## config.mk

```make
export PLATFORM = sky130hd
export DESIGN_NAME = nvrs_regs
export DESIGN_NICKNAME = d
export VERILOG_FILES = /design/src/rtl/nvrs_pkg.sv /design/src/rtl/nvrs_regs.sv
export SDC_FILE = /design/constraint.sdc
export NUM_CORES = 1
export LEC_CHECK = 0
export BUFFER_PORTS_ARGS = -buffer_cell sky130_fd_sc_hd__buf_2
export CAP_MARGIN = 20
export CORE_ASPECT_RATIO = 1.1
export CORE_MARGIN = 4
export CORE_UTILIZATION = 43
export DETAILED_ROUTE_END_ITERATION = 6
export GPL_TIMING_DRIVEN = 0
export MAX_ROUTING_LAYER = met4
export PLACE_DENSITY_LB_ADDON = 0.08
export SLEW_MARGIN = 10
export SYNTH_ARGS = -nofsm -noshare
export SYNTH_HDL_FRONTEND = slang
export SYNTH_SLANG_ARGS = --single-unit
```

## constraint.sdc

```tcl
create_clock -name clk -period 1.85 [get_ports clk]
set_clock_uncertainty 0.2 [all_clocks]
set_input_delay 0.37 -clock clk [delete_from_list [all_inputs] [get_ports clk]]
set_output_delay 0.37 -clock clk [all_outputs]
set_load 0.005 [all_outputs]
```

## src/rtl/nvrs_pkg.sv

```systemverilog
// Shared types, widths and codes for the NV12 to RGB nearest-neighbor scaler.
// No dependencies; every other file refers to it by scoped names.
`timescale 1ns / 1ps

package nvrs_pkg;

    // Store depths (powers of two) and the largest source dimension
    localparam int LUMA_WORDS   = 1048576;
    localparam int CHROMA_WORDS = 524288;
    localparam int MAX_DIM      = 1024;

    localparam int LUMA_AW  = $clog2(LUMA_WORDS);
    localparam int CHROMA_AW = $clog2(CHROMA_WORDS);
    localparam int CW_AW    = CHROMA_AW - 1;
    localparam int COORD_W  = $clog2(MAX_DIM);

    // Fixed field widths
    localparam int KIND_W   = 2;
    localparam int ADDR_W   = 20;
    localparam int BYTE_W   = 8;
    localparam int DEST_W   = 10;
    localparam int DIM_W    = 11;
    localparam int STEP_W   = 26;
    localparam int FRAC_W   = 16;
    localparam int SUM_W    = 21;
    localparam int Q_SHIFT  = 10;

    // APB register map
    localparam int PADDR_W   = 5;
    localparam int PDATA_W   = 32;
    localparam int REG_IDX_W = 3;

    localparam logic [REG_IDX_W-1:0] REG_SRC_WIDTH   = 3'd0;
    localparam logic [REG_IDX_W-1:0] REG_SRC_HEIGHT  = 3'd1;
    localparam logic [REG_IDX_W-1:0] REG_LINE_STRIDE = 3'd2;
    localparam logic [REG_IDX_W-1:0] REG_X_STEP      = 3'd3;
    localparam logic [REG_IDX_W-1:0] REG_Y_STEP      = 3'd4;

    // Item kinds
    localparam logic [KIND_W-1:0] KIND_LUMA    = 2'd0;
    localparam logic [KIND_W-1:0] KIND_CHROMA  = 2'd1;
    localparam logic [KIND_W-1:0] KIND_CONVERT = 2'd2;

    typedef struct packed {
        logic [DIM_W-1:0]  src_width;
        logic [DIM_W-1:0]  src_height;
        logic [DIM_W-1:0]  line_stride;
        logic [STEP_W-1:0] x_step;
        logic [STEP_W-1:0] y_step;
    } cfg_t;

    typedef struct packed {
        logic wr_luma;
        logic wr_chroma;
        logic load_map;
        logic load_addr;
        logic read_mem;
        logic load_terms;
        logic load_out;
    } cmd_t;

endpackage

```

## src/rtl/nvrs_regs.sv

```systemverilog
// APB configuration registers for the scaler: geometry and Q10.16 steps.
// Depends on nvrs_pkg.
`timescale 1ns / 1ps

module nvrs_regs (
    input  logic                          clk,
    input  logic                          rst_n,
    input  logic                          psel,
    input  logic                          penable,
    input  logic                          pwrite,
    input  logic [nvrs_pkg::PADDR_W-1:0]  paddr,
    input  logic [nvrs_pkg::PDATA_W-1:0]  pwdata,
    output logic [nvrs_pkg::PDATA_W-1:0]  prdata,
    output logic                          pready,
    output nvrs_pkg::cfg_t                cfg
);

    nvrs_pkg::cfg_t                   cfg_reg;
    nvrs_pkg::cfg_t                   cfg_next;
    logic [nvrs_pkg::REG_IDX_W-1:0]   reg_idx;
    logic                             wr_en;

    assign pready  = 1'b1;
    assign reg_idx = paddr[nvrs_pkg::PADDR_W-1:2];
    assign wr_en   = psel && penable && pwrite && pready;
    assign cfg     = cfg_reg;

    always_comb
    begin
        cfg_next = cfg_reg;
        if (wr_en)
        begin
            case (reg_idx)
                nvrs_pkg::REG_SRC_WIDTH:   cfg_next.src_width   = pwdata[nvrs_pkg::DIM_W-1:0];
                nvrs_pkg::REG_SRC_HEIGHT:  cfg_next.src_height  = pwdata[nvrs_pkg::DIM_W-1:0];
                nvrs_pkg::REG_LINE_STRIDE: cfg_next.line_stride = pwdata[nvrs_pkg::DIM_W-1:0];
                nvrs_pkg::REG_X_STEP:      cfg_next.x_step      = pwdata[nvrs_pkg::STEP_W-1:0];
                nvrs_pkg::REG_Y_STEP:      cfg_next.y_step      = pwdata[nvrs_pkg::STEP_W-1:0];
                default:                   cfg_next = cfg_reg;
            endcase
        end
    end

    always_comb
    begin
        case (reg_idx)
            nvrs_pkg::REG_SRC_WIDTH:   prdata = nvrs_pkg::PDATA_W'(cfg_reg.src_width);
            nvrs_pkg::REG_SRC_HEIGHT:  prdata = nvrs_pkg::PDATA_W'(cfg_reg.src_height);
            nvrs_pkg::REG_LINE_STRIDE: prdata = nvrs_pkg::PDATA_W'(cfg_reg.line_stride);
            nvrs_pkg::REG_X_STEP:      prdata = nvrs_pkg::PDATA_W'(cfg_reg.x_step);
            nvrs_pkg::REG_Y_STEP:      prdata = nvrs_pkg::PDATA_W'(cfg_reg.y_step);
            default:                   prdata = '0;
        endcase
    end

    always_ff @(posedge clk or negedge rst_n)
    begin
        if (!rst_n)
        begin
            cfg_reg.src_width   <= 11'd720;
            cfg_reg.src_height  <= 11'd480;
            cfg_reg.line_stride <= 11'd720;
            cfg_reg.x_step      <= 26'd73728;
            cfg_reg.y_step      <= 26'd49152;
        end
        else
        begin
            cfg_reg <= cfg_next;
        end
    end

endmodule

```

==> qor.yml <==
crit_arrival_ns: 1.44
rsz0062_at_grt: "yes"
maxCapViolCount: 0
cp.required_ns: 1.28
r2r-end: "cfg[5]"
via_per_inst: 5.05
syn_area_mm2: 0.00386
grt_overflow: 0
ios: 160
rrSetupSlack_ns: 0.64
cts_made_buffers: 9
avgSynthCellArea_um2: 14.5
final_util: 0.613
met2RoutedLength_um: 4880
die_x_um: 98.4
grt_pass1_vias: 2940
row_count: 36
port_buffers: 142
clk_pin_slew_ns: 0.09
synth_cells: 267
clkSinkCount: 85
clockBufferDepth: 2
grt_start_max_net_pins: 54
violations: "setup timing"
grt_pass1_wl_um: 16200
layoutNonFillerInstCount: 569
clock_latency_ns: 0.35
drive_gt1_frac: 0.705
path_class: "register to primary output"
drt_first_pass_iters: 4
diodes: 0
max_freq_ghz: 0.497
cts_tree: "done"
finalWorstSetupSlack_ns: -0.161
place_area_mm2: 0.00487
min-delay-start: "pwdata[14]"
htreeDepth: 3
stdcell_area_mm2: 0.00541
ys_types: 23
avgRoutedWirePerCell_um: 18.2
area_delta_synth_final_pct: 40.1
die_h_um: 107
top_layer: "met4"
setup_viol: 11
synth_area_leaders: "dfrtp_1 45%, mux2_2 22%, dfstp_2 11%, mux2_1 5.8%, a22o_1 3.4%"
start_kind: "register"
yosysWarnings: 0
drt_iter0_drc: 55
dp_hpwl_um: 7110
hp-class: "input port to register"
min_path_cells: 2
postRouteAntennaNets: 0
status: "complete, but fails checks"
yosysTopAreaCell: "dfrtp_1"
grt_usage: 0.205
powerDensity_mw_per_mm2: 1020
drt-total-wl_um: 10400
core_area_mm2: 0.00883
cp-end-kind: "primary output"
vdd_drop_max_mv: 0.557
gp_congestion: 0.833
dieArea_mm2: 0.0106
met3WireLength_um: 633
hold_violations: 0
total_power_w: 0.00551
numPlacedInstances: 529
wl_met1_um: 4700
power.leakage_nw: 2.81
drc: 0
drv_slew: 0
vias: 2872
r2r_cells: 3
relSlewSlack: 0.577
cts-root-buf: "clkbuf_8"
antenna_found_initial: 0
initial_core_util: 0.438
ys_seq_elements: 85
r2r_start: "cfg[5]"
fin_nets: 493
final.period_utilization: 1.09
yosysSeqAreaShare: 0.556
worstMarginPinSlew_ns: 0.634
hold_path_end: "cfg[14]"
synth_top_area_share: 0.447
fin_crit_ns: 2.01
cp_max_fo: 2
largest_reg_flops: 85
-- cell families after synthesis --
| family | share of synthesized area |
|---|---|
| other cells | 0.00194 |
| flops | 0.556 |
| compound gates | 0.0641 |
| mux | 0.308 |
| simple gates | 0.0321 |
| buf+inv | 0.0382 |
-- final cells by class --
type | count | area (µm²)
Buffer | 23 | 230
Clock buffer | 10 | 138
Clock inverter | 5 | 108
Fill cell | 773 | 3420
Multi-Input combinational cell | 164 | 1690
Sequential cell | 85 | 2150
Tap cell | 114 | 143
Timing Repair Buffer | 168 | 957
-- worst max-delay path: stages (launching register included) --
cell	delay, ns
dfrtp_1	0.40
mux2_4	0.27
a221o_1	0.29
buf_2	0.13
-- synthesized netlist by cell type --
| library cell | instances |
|---|---|
| mux2_2 | 75 |
| dfrtp_1 | 69 |
| mux2_1 | 20 |
| dfstp_2 | 16 |
| a22o_1 | 15 |
| nor2_1 | 14 |
| mux2i_1 | 12 |
| a221o_1 | 10 |
| buf_4 | 10 |
| buf_2 | 7 |
| clkbuf_1 | 4 |
| buf_6 | 2 |
| conb_1 | 2 |
| nand2b_1 | 2 |
| a21o_1 | 1 |
| and4_1 | 1 |
| nand2_1 | 1 |
| nand4b_1 | 1 |
| nor2_2 | 1 |
| nor3_1 | 1 |
| nor3b_1 | 1 |
| nor3b_4 | 1 |
| o32ai_1 | 1 |
-- repair_timing --
item,CTS,global route
gates cloned,1,0
pin swaps,3,4
gates resized for setup,24,7
buffers inserted,14,9
endpoints found under the setup margin,46,49
hold endpoints to repair,28,0
hold buffers,1,0
-- layer usage --
layer	vias up	track usage
li1	1339	-
met1	1411	0.271
met2	106	0.322
met3	16	0.0389
met4	0	0.0693
met5	-	-
-- metrics by stage --
stage / worst slack, ns / hold slack, ns / TNS, ns
2_1_floorplan: -0.0355 / -0.126 / -0.673
4_1_cts: -0.175 / 0.0393 / -1.79
5_1_grt: -0.215 / 0.0456 / -2.14
3_5_place_dp: -0.557 / 0.143 / -37.83
6_report: -0.161 / 0.0444 / -1.60
3_3_place_gp: -0.556 / 0.306 / -75.11
-- how the worst max path moves through the flow --
stage | from | endpoint | slack, ns | depth (start not counted)
final | cfg[82] | prdata[8] | -0.16 | 3
after global routing | cfg[10] | prdata[10] | -0.22 | 3
after CTS | cfg[0] | prdata[0] | -0.17 | 3
after detailed placement | paddr[4] | prdata[17] | -0.56 | 6
after global placement | paddr[4] | prdata[17] | -0.56 | 6
after floorplan | paddr[3] | cfg[10] | -0.04 | 6
-- layout by cell type (no fill, tap or decap), drive strengths merged, types with 3 or more instances in the layout --
master / count
bufinv: 3
clkbuf: 14
mux2: 95
dfrtp: 69
a221o: 10
conb: 7
a22o: 15
nor2: 15
dfstp: 16
mux2i: 12
buf: 186
-- report_power, final --
part | switching, W | total (W) | internal [W]
combinational | 0.000518 | 0.00138 | 0.000857
clock | 0.000672 | 0.00161 | 0.000934
sequential | 0.000258 | 0.00253 | 0.00227
No activity file was read; power rests on OpenSTA's default activity.
