$ cat src/rtl/nvrs_pkg.sv
// Shared types, widths and codes for the NV12 to RGB nearest-neighbor scaler.
// No dependencies; every other file refers to it by scoped names.
`timescale 1ns / 1ps

package nvrs_pkg;

    // Store depths (powers of two) and the largest source dimension
    localparam int LUMA_WORDS   = 1048576;
    localparam int CHROMA_WORDS = 524288;
    localparam int MAX_DIM      = 1024;

    localparam int LUMA_AW  = $clog2(LUMA_WORDS);
    localparam int CHROMA_AW = $clog2(CHROMA_WORDS);
    localparam int CW_AW    = CHROMA_AW - 1;
    localparam int COORD_W  = $clog2(MAX_DIM);

    // Fixed field widths
    localparam int KIND_W   = 2;
    localparam int ADDR_W   = 20;
    localparam int BYTE_W   = 8;
    localparam int DEST_W   = 10;
    localparam int DIM_W    = 11;
    localparam int STEP_W   = 26;
    localparam int FRAC_W   = 16;
    localparam int SUM_W    = 21;
    localparam int Q_SHIFT  = 10;

    // APB register map
    localparam int PADDR_W   = 5;
    localparam int PDATA_W   = 32;
    localparam int REG_IDX_W = 3;

    localparam logic [REG_IDX_W-1:0] REG_SRC_WIDTH   = 3'd0;
    localparam logic [REG_IDX_W-1:0] REG_SRC_HEIGHT  = 3'd1;
    localparam logic [REG_IDX_W-1:0] REG_LINE_STRIDE = 3'd2;
    localparam logic [REG_IDX_W-1:0] REG_X_STEP      = 3'd3;
    localparam logic [REG_IDX_W-1:0] REG_Y_STEP      = 3'd4;

    // Item kinds
    localparam logic [KIND_W-1:0] KIND_LUMA    = 2'd0;
    localparam logic [KIND_W-1:0] KIND_CHROMA  = 2'd1;
    localparam logic [KIND_W-1:0] KIND_CONVERT = 2'd2;

    typedef struct packed {
        logic [DIM_W-1:0]  src_width;
        logic [DIM_W-1:0]  src_height;
        logic [DIM_W-1:0]  line_stride;
        logic [STEP_W-1:0] x_step;
        logic [STEP_W-1:0] y_step;
    } cfg_t;

    typedef struct packed {
        logic wr_luma;
        logic wr_chroma;
        logic load_map;
        logic load_addr;
        logic read_mem;
        logic load_terms;
        logic load_out;
    } cmd_t;

endpackage

$ cat src/rtl/nvrs_ctrl.sv
// Controller for the scaler: accepts items, sequences a convert through
// address, fetch, product and sum steps, and owns the result valid flag.
// Depends on nvrs_pkg.
`timescale 1ns / 1ps

module nvrs_ctrl (
    input  logic                         clk,
    input  logic                         rst_n,
    input  logic                         in_valid,
    output logic                         in_ready,
    input  logic [nvrs_pkg::KIND_W-1:0]  kind,
    output logic                         out_valid,
    input  logic                         out_ready,
    output nvrs_pkg::cmd_t               cmd
);

    localparam logic [2:0] S_IDLE = 3'd0;
    localparam logic [2:0] S_ADDR = 3'd1;
    localparam logic [2:0] S_READ = 3'd2;
    localparam logic [2:0] S_MATH = 3'd3;
    localparam logic [2:0] S_OUT  = 3'd4;

    logic [2:0] state_reg;
    logic [2:0] state_next;
    logic       out_valid_reg;
    logic       out_valid_next;
    logic       accept;
    logic       out_free;

    assign in_ready  = (state_reg == S_IDLE);
    assign accept    = in_valid && in_ready;
    assign out_free  = !out_valid_reg || out_ready;
    assign out_valid = out_valid_reg;

    always_comb
    begin
        cmd            = '0;
        state_next     = state_reg;
        case (state_reg)
            S_IDLE:
            begin
                cmd.wr_luma   = accept && (kind == nvrs_pkg::KIND_LUMA);
                cmd.wr_chroma = accept && (kind == nvrs_pkg::KIND_CHROMA);
                cmd.load_map  = accept && (kind == nvrs_pkg::KIND_CONVERT);
                if (cmd.load_map)
                    state_next = S_ADDR;
            end
            S_ADDR:
            begin
                cmd.load_addr = 1'b1;
                state_next    = S_READ;
            end
            S_READ:
            begin
                cmd.read_mem = 1'b1;
                state_next   = S_MATH;
            end
            S_MATH:
            begin
                cmd.load_terms = 1'b1;
                state_next     = S_OUT;
            end
            S_OUT:
            begin
                // hold until the result register is free
                cmd.load_out = out_free;
                if (out_free)
                    state_next = S_IDLE;
            end
            default:
            begin
                state_next = S_IDLE;
            end
        endcase
    end

    always_comb
    begin
        if (cmd.load_out)
            out_valid_next = 1'b1;
        else if (out_ready)
            out_valid_next = 1'b0;
        else
            out_valid_next = out_valid_reg;
    end

    always_ff @(posedge clk or negedge rst_n)
    begin
        if (!rst_n)
        begin
            state_reg     <= S_IDLE;
            out_valid_reg <= 1'b0;
        end
        else
        begin
            state_reg     <= state_next;
            out_valid_reg <= out_valid_next;
        end
    end

endmodule

$ cat config.mk
export PLATFORM = sky130hd
export DESIGN_NAME = nvrs_ctrl
export DESIGN_NICKNAME = d
export VERILOG_FILES = /design/src/rtl/nvrs_pkg.sv /design/src/rtl/nvrs_ctrl.sv
export SDC_FILE = /design/constraint.sdc
export NUM_CORES = 1
export LEC_CHECK = 0
export BUFFER_PORTS_ARGS = -buffer_cell sky130_fd_sc_hd__buf_2
export CAP_MARGIN = 20
export CORE_AREA = 2 2 39 41
export DETAILED_ROUTE_END_ITERATION = 7
export DIE_AREA = 0 0 41 43
export MAX_ROUTING_LAYER = met4
export PLACE_DENSITY = 0.48
export SETUP_SLACK_MARGIN = 0.3
export SLEW_MARGIN = 20
export SYNTH_ARGS = -nofsm -noshare
export SYNTH_HDL_FRONTEND = slang
export SYNTH_SLANG_ARGS = --single-unit
export TNS_END_PERCENT = 50
$ cat constraint.sdc
create_clock -name clk -period 1.44 [get_ports clk]
set_input_delay 0.216 -clock clk [delete_from_list [all_inputs] [get_ports clk]]
set_output_delay 0.216 -clock clk [all_outputs]
set_load 0.03 [all_outputs]
==> out/metrics.csv, run 1 <==
stage,metric,value,unit
status,status,"finished, violations left",
status,failing checks,negative setup slack,
worst_setup_path,"slowest stage delay, CP",0.60,ns
power,VDD IR-drop max,0.873,mV
detailed_routing,First-pass DRT Iterations,1,
layout,area delta synth->final,98.5,%
worst_setup_path,worst r2r src,state_reg[0],
die,placeable core area,0.00138,mm2
global_route,GRT Resource Usage Total,9.91,%
die,initial core utilization,18.3,%
run,Max-Cap Viols,0,
placement,gp weighted congestion,0.607,
yosys,synth unique cells,17,
yosys,Seq cells post-synth,4,
yosys,Syn Nets,30,
placement,hpwl dp,491,um
layout,Non-Filler Instances,63,
power,Comb pwr share,67.9,%
power,Sw Pwr,456,uW
min_path,HP Start,in_valid,
sta,Worst-Margin Slew,0.178,ns
placement,count of buffers from port buffering,14,
sta,setup_tns,-1.19,ns
power,part of the power in the clock network,13.2,%
detailed_routing,vias,262,
sta,worst hold margin,0.261,ns
die,# IOs,15,
die,Die Span Y,43,um
layout,# fillers,152,
layout,share of cells above drive strength 1,72.3,%
layout,max reg flops,3,
worst_setup_path,R2R Setup Slk,0.23,ns
sta,worst rel slew slack,88.1,%
detailed_routing,vias per cell,4.16,
sta,Layout Skew,0.00215,ns
yosys,syn_area_per_cell,10.5,um2
sta,"Worst Setup Slack, final",-0.343,ns
placement,placed cells,57,
layout,nets,55,
die,row count,14,
die,Die ar.,0.00176,mm2
sta,final hold violation count,0,
power,net switching fraction of the power,43.3,%
global_route,grt total ovfl,0,
clock_network,clk root buf,clkbuf_4,
clock_network,clock slew at reported path FFs,0.04,ns
global_route,vias in the first global route,270,
power,Power Density,2100,mW/mm2
detailed_routing,Routed WL,659,um
power,sequential share of power,18.9,%
yosys,Mapped Cells,24,
worst_setup_path,crit-path max FO,3,
worst_setup_path,WP data required,1.22,ns
power,P_int,596,uW
worst_setup_path,CP max-delay cell,or4b_4,
worst_setup_path,worst path cell trace,or4b_4 -> nor3b_4 -> buf_6,
min_path,hold endpoint,state_reg[0],
global_route,first-pass GRT wire length,1070,um
clock_network,clk sink count,4,
worst_setup_path,Crit. End Element,output port,
sta,RSZ-0062 raised after global routing,yes,
worst_setup_path,CP arrival,1.57,ns
sta,Final Max Slew Viols,0,
global_route,initial antenna violation count,0,
yosys,yosys warns,0,
clock_network,worst skew pair latency,0.23,ns
yosys,"Seq/Total Area, Yosys",39.6,%
global_route,largest net degree at the start of global routing,7,
yosys,synthesized cell area,253,um2
die,Die X,41,um
clock_network,CTS H-tree lvls,1,
min_path,worst hold-check path type,primary input to flop,
sta,setup violators final,7,
clock_network,maximum root-to-sink buffer count,2,
min_path,hold path depth,3,
sta,fin crit share,124,%
worst_setup_path,crit path kind,flop to output port,
detailed_routing,DR WL/cell,10.5,um
detailed_routing,1st-iter DRT viols,0,
layout,most frequent cells in the layout,"buf_6, buf_4, buf_2",
power,Lkg Pwr,0.000245,uW
clock_network,CTS buffer count,3,
sta,Final min period,1.78,ns
worst_setup_path,sum of buffers and inverters on the critical path,1,
layout,ant diodes,0,
detailed_routing,Final ANT Viol Nets,0,
sta,Achievable Freq,561,MHz
worst_setup_path,R2R cell count,3,
detailed_routing,DRC Markers,0,
worst_setup_path,Crit Reg-Reg Endpoint,state_reg[2],
clock_network,CTS tree,done,
worst_setup_path,CP top delay family,simple AND/OR/NAND/NOR gates,
worst_setup_path,Startpoint Class,flop,
layout,"most common cell after layout, fill and taps aside",buf_6,
## timing repair
| action | in CTS | in global routing |
|---|---|---|
| hold endpoints to repair | 4 | 0 |
| hold buffers | 1 | 0 |
| cloned | 0 | 0 |
| setup buffers | 1 | 1 |
| pin swaps | 4 | 3 |
| resized for setup | 17 | 2 |
| endpoints found under the setup margin | 9 | 10 |
## worst reg2reg max path: stages, from the launching register on
cell	delay (ns)
dfrtp_1	0.38
or3b_2	0.48
buf_4	0.15
o21bai_1	0.12
## power groups by stage
stage	registers [uW]	logic [uW]	clock network, uW
global placement	199	562	0
global route	207	771	153
floorplan	243	339	0
finish	199	714	139
CTS	202	686	151
detailed placement	202	562	0
## final cells by class
class	instances	area [um2]	share of cell area, %
Inverter	1	3.75	0.748
Clock buffer	3	22.5	4.49
Multi-Input combinational cell	17	173	34.4
Sequential cell	4	100	20.0
Tap cell	16	20.0	3.99
Timing Repair Buffer	22	183	36.4
## synthesized netlist by cell type
cell type	instances	area share [%]
nor3b_2	2	9.9
buf_4	2	5.9
nor3b_1	1	3.0
or4b_4	1	5.4
nand2_1	1	1.5
a211oi_1	1	3.0
nand3b_1	1	3.0
and3b_2	1	4.0
and2b_2	1	3.5
nand2b_1	1	2.5
nor3_1	3	5.9
nor2_1	1	1.5
inv_1	1	1.5
o21bai_1	1	3.0
dfrtp_1	4	40
or3b_2	1	3.5
xnor2_1	1	3.5
## metrics by stage
stage	setup slack (ns)	total power, uW	util (%)	cell area [um2]
after floorplan	-0.163	583	-	277
after global placement	-0.136	761	28.1	389
after detailed placement	-0.145	764	28.1	389
after CTS	-0.364	1040	35.2	487
after global routing	-0.397	1130	36.3	502
final	-0.343	1050	36.3	502
## routing by layer
layer | track usage [%] | share of wire (%)
met1 | 11.4 | 40
met2 | 12.5 | 46
met3 | 1.57 | 13
met4 | 12.0 | 1.8
met5 | - | 0
## kinds of logic (layout without fill, tap and decap cells)
| kind of cell | after synthesis | in the layout | synth area share [%] |
|---|---|---|---|
| compound gates | 2 | 2 | 5.94 |
| xor+xnor | 1 | 1 | 3.47 |
| buf+inv | 3 | 26 | 7.42 |
| flops | 4 | 4 | 39.6 |
| simple gates | 14 | 14 | 43.6 |
## worst max-delay path by stage
stage	start	to	slack, ns	cells past startpoint
after floorplan	state_reg[0]	cmd[4]	-0.16	2
after global routing	state_reg[0]	cmd[4]	-0.40	3
after CTS	state_reg[0]	cmd[4]	-0.36	3
final	state_reg[0]	cmd[5]	-0.34	3
after detailed placement	state_reg[0]	cmd[5]	-0.14	3
after global placement	state_reg[0]	cmd[4]	-0.14	3
Note: power is estimated with default switching activity, not from simulation.
==> inputs of run 2 (changes only) <==
--- a/config.mk
+++ b/config.mk
@@ -7,11 +7,13 @@
 export LEC_CHECK = 0
 export BUFFER_PORTS_ARGS = -buffer_cell sky130_fd_sc_hd__buf_2
 export CAP_MARGIN = 20
+export CELL_PAD_IN_SITES_DETAIL_PLACEMENT = 0
+export CELL_PAD_IN_SITES_GLOBAL_PLACEMENT = 1
 export CORE_AREA = 2 2 39 41
 export DETAILED_ROUTE_END_ITERATION = 7
 export DIE_AREA = 0 0 41 43
 export MAX_ROUTING_LAYER = met4
-export PLACE_DENSITY = 0.48
+export PLACE_DENSITY = 0.6
 export SETUP_SLACK_MARGIN = 0.3
 export SLEW_MARGIN = 20
 export SYNTH_ARGS = -nofsm -noshare
==> run 2 against run 1 <==
Against the previous run:
- the run still ends with negative setup slack left
- worst setup slack improved by 0.00060 ns
- largest power group unchanged
- first-iteration DRC count did not move
- worst hold slack hardly changed
- die area unchanged
- global-route usage is 0.19 points lower
- cell count up 3.2%
- critical path depth unchanged
- via count grew 5.7%
- sequential share of layout area is 1.5 points lower
- largest cell class unchanged
- utilization grew 3.0 points
- clock skew decreased by 0.0010 ns
- clock power barely moved
==> out/metrics.csv, run 2 (synthesis results as in run 1) <==
stage,metric,value,unit
worst_setup_path,CP Capture Point,cmd[4],
global_route,largest net degree at the start of global routing,7,
detailed_routing,Routed WL,652,um
clock_network,clock slew at reported path FFs,0.04,ns
detailed_routing,vias per cell,4.26,
die,# IOs,15,
sta,worst rel slew slack,88.8,%
global_route,Top Usage Layer GRT,met1,
clock_network,CTS H-tree lvls,1,
die,Die Span Y,43,um
worst_setup_path,crit path launch,state_reg[0],
detailed_routing,DR WL/cell,10.0,um
worst_setup_path,Crit Reg-Reg Endpoint,state_reg[2],
die,Die ar.,0.00176,mm2
die,placeable core area,0.00138,mm2
global_route,grt met1 use,13.1,%
clock_network,CTS tree,done,
sta,setup violators final,8,
worst_setup_path,Startpoint Class,flop,
layout,area delta synth->final,115,%
die,row count,14,
global_route,initial antenna violation count,0,
worst_setup_path,worst r2r src,state_reg[0],
clock_network,clk root buf,clkbuf_4,
detailed_routing,vias,277,
global_route,first-pass GRT wire length,1080,um
detailed_routing,1st-iter DRT viols,0,
layout,"most common cell after layout, fill and taps aside",buf_6,
worst_setup_path,WP data required,1.22,ns
global_route,met3 usage,3.14,%
detailed_routing,DRC Markers,0,
worst_setup_path,R2R Setup Slk,0.12,ns
global_route,vias in the first global route,261,
worst_setup_path,crit path kind,flop to output port,
power,Power Density,2180,mW/mm2
status,failing checks,negative setup slack,
global_route,M2 GR Usage,11.3,%
worst_setup_path,CP arrival,1.57,ns
sta,Final min period,1.78,ns
layout,# fillers,144,
min_path,worst hold-check path type,primary input to flop,
placement,setup slack at placement,-0.154,ns
sta,Layout Skew,0.00111,ns
sta,Worst-Margin Slew,0.167,ns
placement,hpwl dp,466,um
placement,placed inst area,389,um2
clock_network,clk sink count,4,
sta,Achievable Freq,561,MHz
layout,max reg flops,3,
global_route,grt total ovfl,0,
sta,fin crit share,124,%
die,initial core utilization,18.3,%
power,Lkg Pwr,0.000263,uW
sta,RSZ-0062 raised after global routing,yes,
layout,nets,57,
layout,ant diodes,0,
detailed_routing,First-pass DRT Iterations,1,
layout,Register Area,100,um2
sta,final hold violation count,0,
detailed_routing,Final ANT Viol Nets,0,
layout,multi-input logic area,188,um2
placement,gp weighted congestion,0.660,
worst_setup_path,Crit. End Element,output port,
layout,"Design Area, Final",543,um2
sta,Final Max Slew Viols,0,
layout,most frequent cells in the layout,"buf_6, buf_2, buf_4",
worst_setup_path,crit-path max FO,3,
sta,"Worst Setup Slack, final",-0.343,ns
status,status,"finished, violations left",
placement,count of buffers from port buffering,14,
global_route,GRT Resource Usage Total,9.72,%
clock_network,worst skew pair latency,0.23,ns
clock_network,maximum root-to-sink buffer count,2,
power,VDD IR-drop max,1.02,mV
clock_network,CTS buffer count,3,
die,Die X,41,um
run,Max-Cap Viols,0,
worst_setup_path,R2R cell count,6,
layout,share of cells above drive strength 1,73.5,%
==> run 2: cell count changes in the layout (fill, tap and decap cells not counted), sizes merged <==
cell,delta
buf,+2
==> run 2: timing repair <==
| action | CTS | global route |
|---|---|---|
| pin swaps | 5 | 2 |
| endpoints found under the setup margin | 10 | 10 |
| hold buffers | 1 | 0 |
| resized for setup | 21 | 4 |
| hold endpoints to repair | 4 | 0 |
| setup buffers | 2 | 2 |
==> run 2: power by group <==
group          leakage [uW]  switching, uW  internal [uW]
combinational      0.000197            424            427
sequential        0.0000518           35.1            162
clock             0.0000138           43.5           93.1
total              0.000263            503            682
==> run 2: critical path: stages (launching register included) <==
cell     delay, ns
dfrtp_1       0.38
or4b_4        0.60
nor3b_4       0.20
buf_6         0.15
==> run 2: worst min path at each step <==
| stage | end | slack (ns) | startpoint | cells after the start |
|---|---|---|---|---|
| after global routing | state_reg[0] | 0.27 | in_valid | 3 |
| after floorplan | out_valid | -0.08 | rst_n | 0 |
| after detailed placement | out_valid | 0.03 | rst_n | 1 |
| after CTS | state_reg[0] | 0.25 | in_valid | 3 |
| after global placement | state_reg[2] | 0.03 | rst_n | 1 |
| final | state_reg[0] | 0.26 | in_valid | 3 |
==> run 2: layer usage <==
| metal | routed length (um) | up-vias |
|---|---|---|
| li1 | - | 136 |
| met1 | 282 | 124 |
| met2 | 288 | 17 |
| met3 | 81 | 0 |
| met4 | 0 | 0 |
| met5 | 0 | - |
==> run 2: stage by stage <==
stage | utilization [%] | std cells | total power [uW] | hold WS (ns) | TNS, ns
after floorplan | - | 24 | 583 | -0.0796 | -0.459
after detailed placement | 28.1 | 57 | 764 | 0.0252 | -0.424
after global routing | 39.2 | 65 | 1260 | 0.272 | -2.13
final | 39.2 | 65 | 1190 | 0.261 | -1.75
after global placement | 28.1 | 57 | 765 | 0.0280 | -0.422
after CTS | 36.8 | 63 | 1110 | 0.254 | -1.50
==> run 2: final cells by class <==
type                            instances  share of cell area [%]
Tap cell                               16                    3.69
Inverter                                1                   0.691
Sequential cell                         4                    18.4
Timing Repair Buffer                   24                    38.5
Clock buffer                            3                    4.15
Multi-Input combinational cell         17                    34.6
==> inputs of run 3 (changes only) <==
--- a/config.mk
+++ b/config.mk
@@ -12,6 +12,7 @@
 export CORE_AREA = 2 2 39 41
 export DETAILED_ROUTE_END_ITERATION = 7
 export DIE_AREA = 0 0 41 43
+export GPL_TIMING_DRIVEN = 0
 export MAX_ROUTING_LAYER = met4
 export PLACE_DENSITY = 0.6
 export SETUP_SLACK_MARGIN = 0.3
==> run 3 against run 2 <==
Against the previous run:
- the flow still finishes with violations (negative setup slack)
- clock skew is 0.0046 ns higher
- wire length decreased by 3.7%
- critical path depth did not move
- highest routed layer unchanged
- die area is the same
- via count shrank 3.2%
- critical path type unchanged
- cell area is 7.1% lower
- register-to-register slack improved by 0.22 ns
==> out/metrics.csv, run 3 (synthesis results as in run 1) <==
stage,metric,value,unit
detailed_routing,Routed WL,628,um
placement,count of buffers from port buffering,14,
die,row count,14,
layout,nets,55,
layout,# fillers,147,
clock_network,clk sink count,4,
sta,Final Max Slew Viols,0,
layout,ant diodes,0,
worst_setup_path,CP max-delay cell,or4b_4,
sta,Worst-Margin Slew,0.175,ns
worst_setup_path,Crit. End Element,output port,
run,Max-Cap Viols,0,
layout,most frequent cells in the layout,"buf_4, buf_6, buf_2",
die,initial core utilization,18.3,%
clock_network,maximum root-to-sink buffer count,2,
sta,Achievable Freq,553,MHz
status,failing checks,negative setup slack,
power,Lkg Pwr,0.000243,uW
detailed_routing,DRC Markers,0,
power,VDD IR-drop max,1.03,mV
die,# IOs,15,
clock_network,clk root buf,clkbuf_4,
detailed_routing,1st-iter DRT viols,0,
die,Die ar.,0.00176,mm2
die,Die X,41,um
placement,setup slack at placement,-0.225,ns
sta,worst rel slew slack,88.3,%
die,Die Span Y,43,um
clock_network,worst skew pair latency,0.23,ns
min_path,worst hold-check path type,primary input to flop,
detailed_routing,DR WL/cell,9.97,um
clock_network,CTS H-tree lvls,1,
placement,hpwl dp,397,um
sta,"Worst Setup Slack, final",-0.367,ns
worst_setup_path,"slowest stage delay, CP",0.60,ns
detailed_routing,Final ANT Viol Nets,0,
worst_setup_path,WP data required,1.22,ns
worst_setup_path,Startpoint Class,flop,
clock_network,CTS buffer count,3,
global_route,largest net degree at the start of global routing,8,
worst_setup_path,CP arrival,1.59,ns
layout,max reg flops,3,
sta,setup violators final,5,
worst_setup_path,worst path cell trace,or4b_4 -> nor3b_4 -> buf_6,
sta,Layout Skew,0.00576,ns
layout,area delta synth->final,99.5,%
global_route,first-pass GRT wire length,1020,um
placement,gp weighted congestion,0.627,
layout,Final Util,36.4,%
detailed_routing,First-pass DRT Iterations,1,
status,status,"finished, violations left",
detailed_routing,vias,268,
global_route,grt total ovfl,0,
sta,fin crit share,125,%
detailed_routing,vias per cell,4.25,
sta,final hold violation count,0,
worst_setup_path,R2R Setup Slk,0.34,ns
die,placeable core area,0.00138,mm2
worst_setup_path,crit-path max FO,3,
layout,"most common cell after layout, fill and taps aside",buf_4,
global_route,vias in the first global route,250,
sta,RSZ-0062 raised after global routing,yes,
worst_setup_path,crit path kind,flop to output port,
sta,Final min period,1.81,ns
power,Power Density,2100,mW/mm2
sta,worst hold margin,0.263,ns
clock_network,CTS tree,done,
clock_network,clock slew at reported path FFs,0.04,ns
layout,share of cells above drive strength 1,78.7,%
global_route,initial antenna violation count,0,
global_route,GRT Resource Usage Total,8.87,%
[run 3: cell types whose count changed in the layout (fill, tap and decap cells not counted), sizes merged]
cell,delta
buf,-2
[run 3: power breakdown]
group / internal (uW) / total [uW] / switching [uW] / leakage [uW]
Clock: 93.3 / 140 / 46.6 / 0.0000138
Combinational: 338 / 698 / 360 / 0.000181
Sequential: 169 / 221 / 51.5 / 0.0000479
[run 3: final timing paths]
| path | endpoint | from | cells after the start |
|---|---|---|---|
| max | cmd[4] | state_reg[2] | 3 |
| min | state_reg[0] | in_valid | 3 |
| max reg2reg | state_reg[2] | state_reg[2] | 4 |
| min reg2reg | out_valid | out_valid | 2 |
| max in group asynchronous | state_reg[1] | rst_n | 2 |
| min in group asynchronous | out_valid | rst_n | 2 |
[run 3: what timing repair did]
action,CTS,global route
hold buffers,1,0
setup buffers,2,3
endpoints found under the hold margin,4,0
endpoints found under the setup margin,9,9
gates resized for setup,17,5
pin swaps,1,1
[run 3: cell type report]
type	count	area, um2	share of cell area (%)
clock buffer	3	22.5	4.47
inverter	1	3.75	0.744
tap	16	20.0	3.97
buffer	2	18.8	3.72
sequential	4	104	20.6
multi-input combinational	17	175	34.7
timing repair buffer	20	160	31.8
[run 3: through the flow]
step | setup TNS (ns) | instances | cell area [um2] | total power [uW]
after global routing | -1.76 | 63 | 504 | 1130
after CTS | -1.49 | 60 | 460 | 965
after detailed placement | -0.820 | 54 | 367 | 701
after floorplan | -0.459 | 24 | 277 | 583
after global placement | -0.855 | 54 | 367 | 704
final | -1.40 | 63 | 504 | 1060
[run 3: routing by layer]
layer  GRT usage (%)  up-vias  routed length [um]
met4            4.00        0                   0
li1                -      131                   -
met1            11.7      122                 298
met5               -        -                   0
met3            4.71        0                  60
met2            10.9       15                 269
[run 3: worst max-delay path: cells and delay by family, from the launching register on]
kind	cells	cell delay, ns
buffers and inverters	1	0.15
flip-flops	1	0.41
AND/OR/NAND/NOR	2	0.80
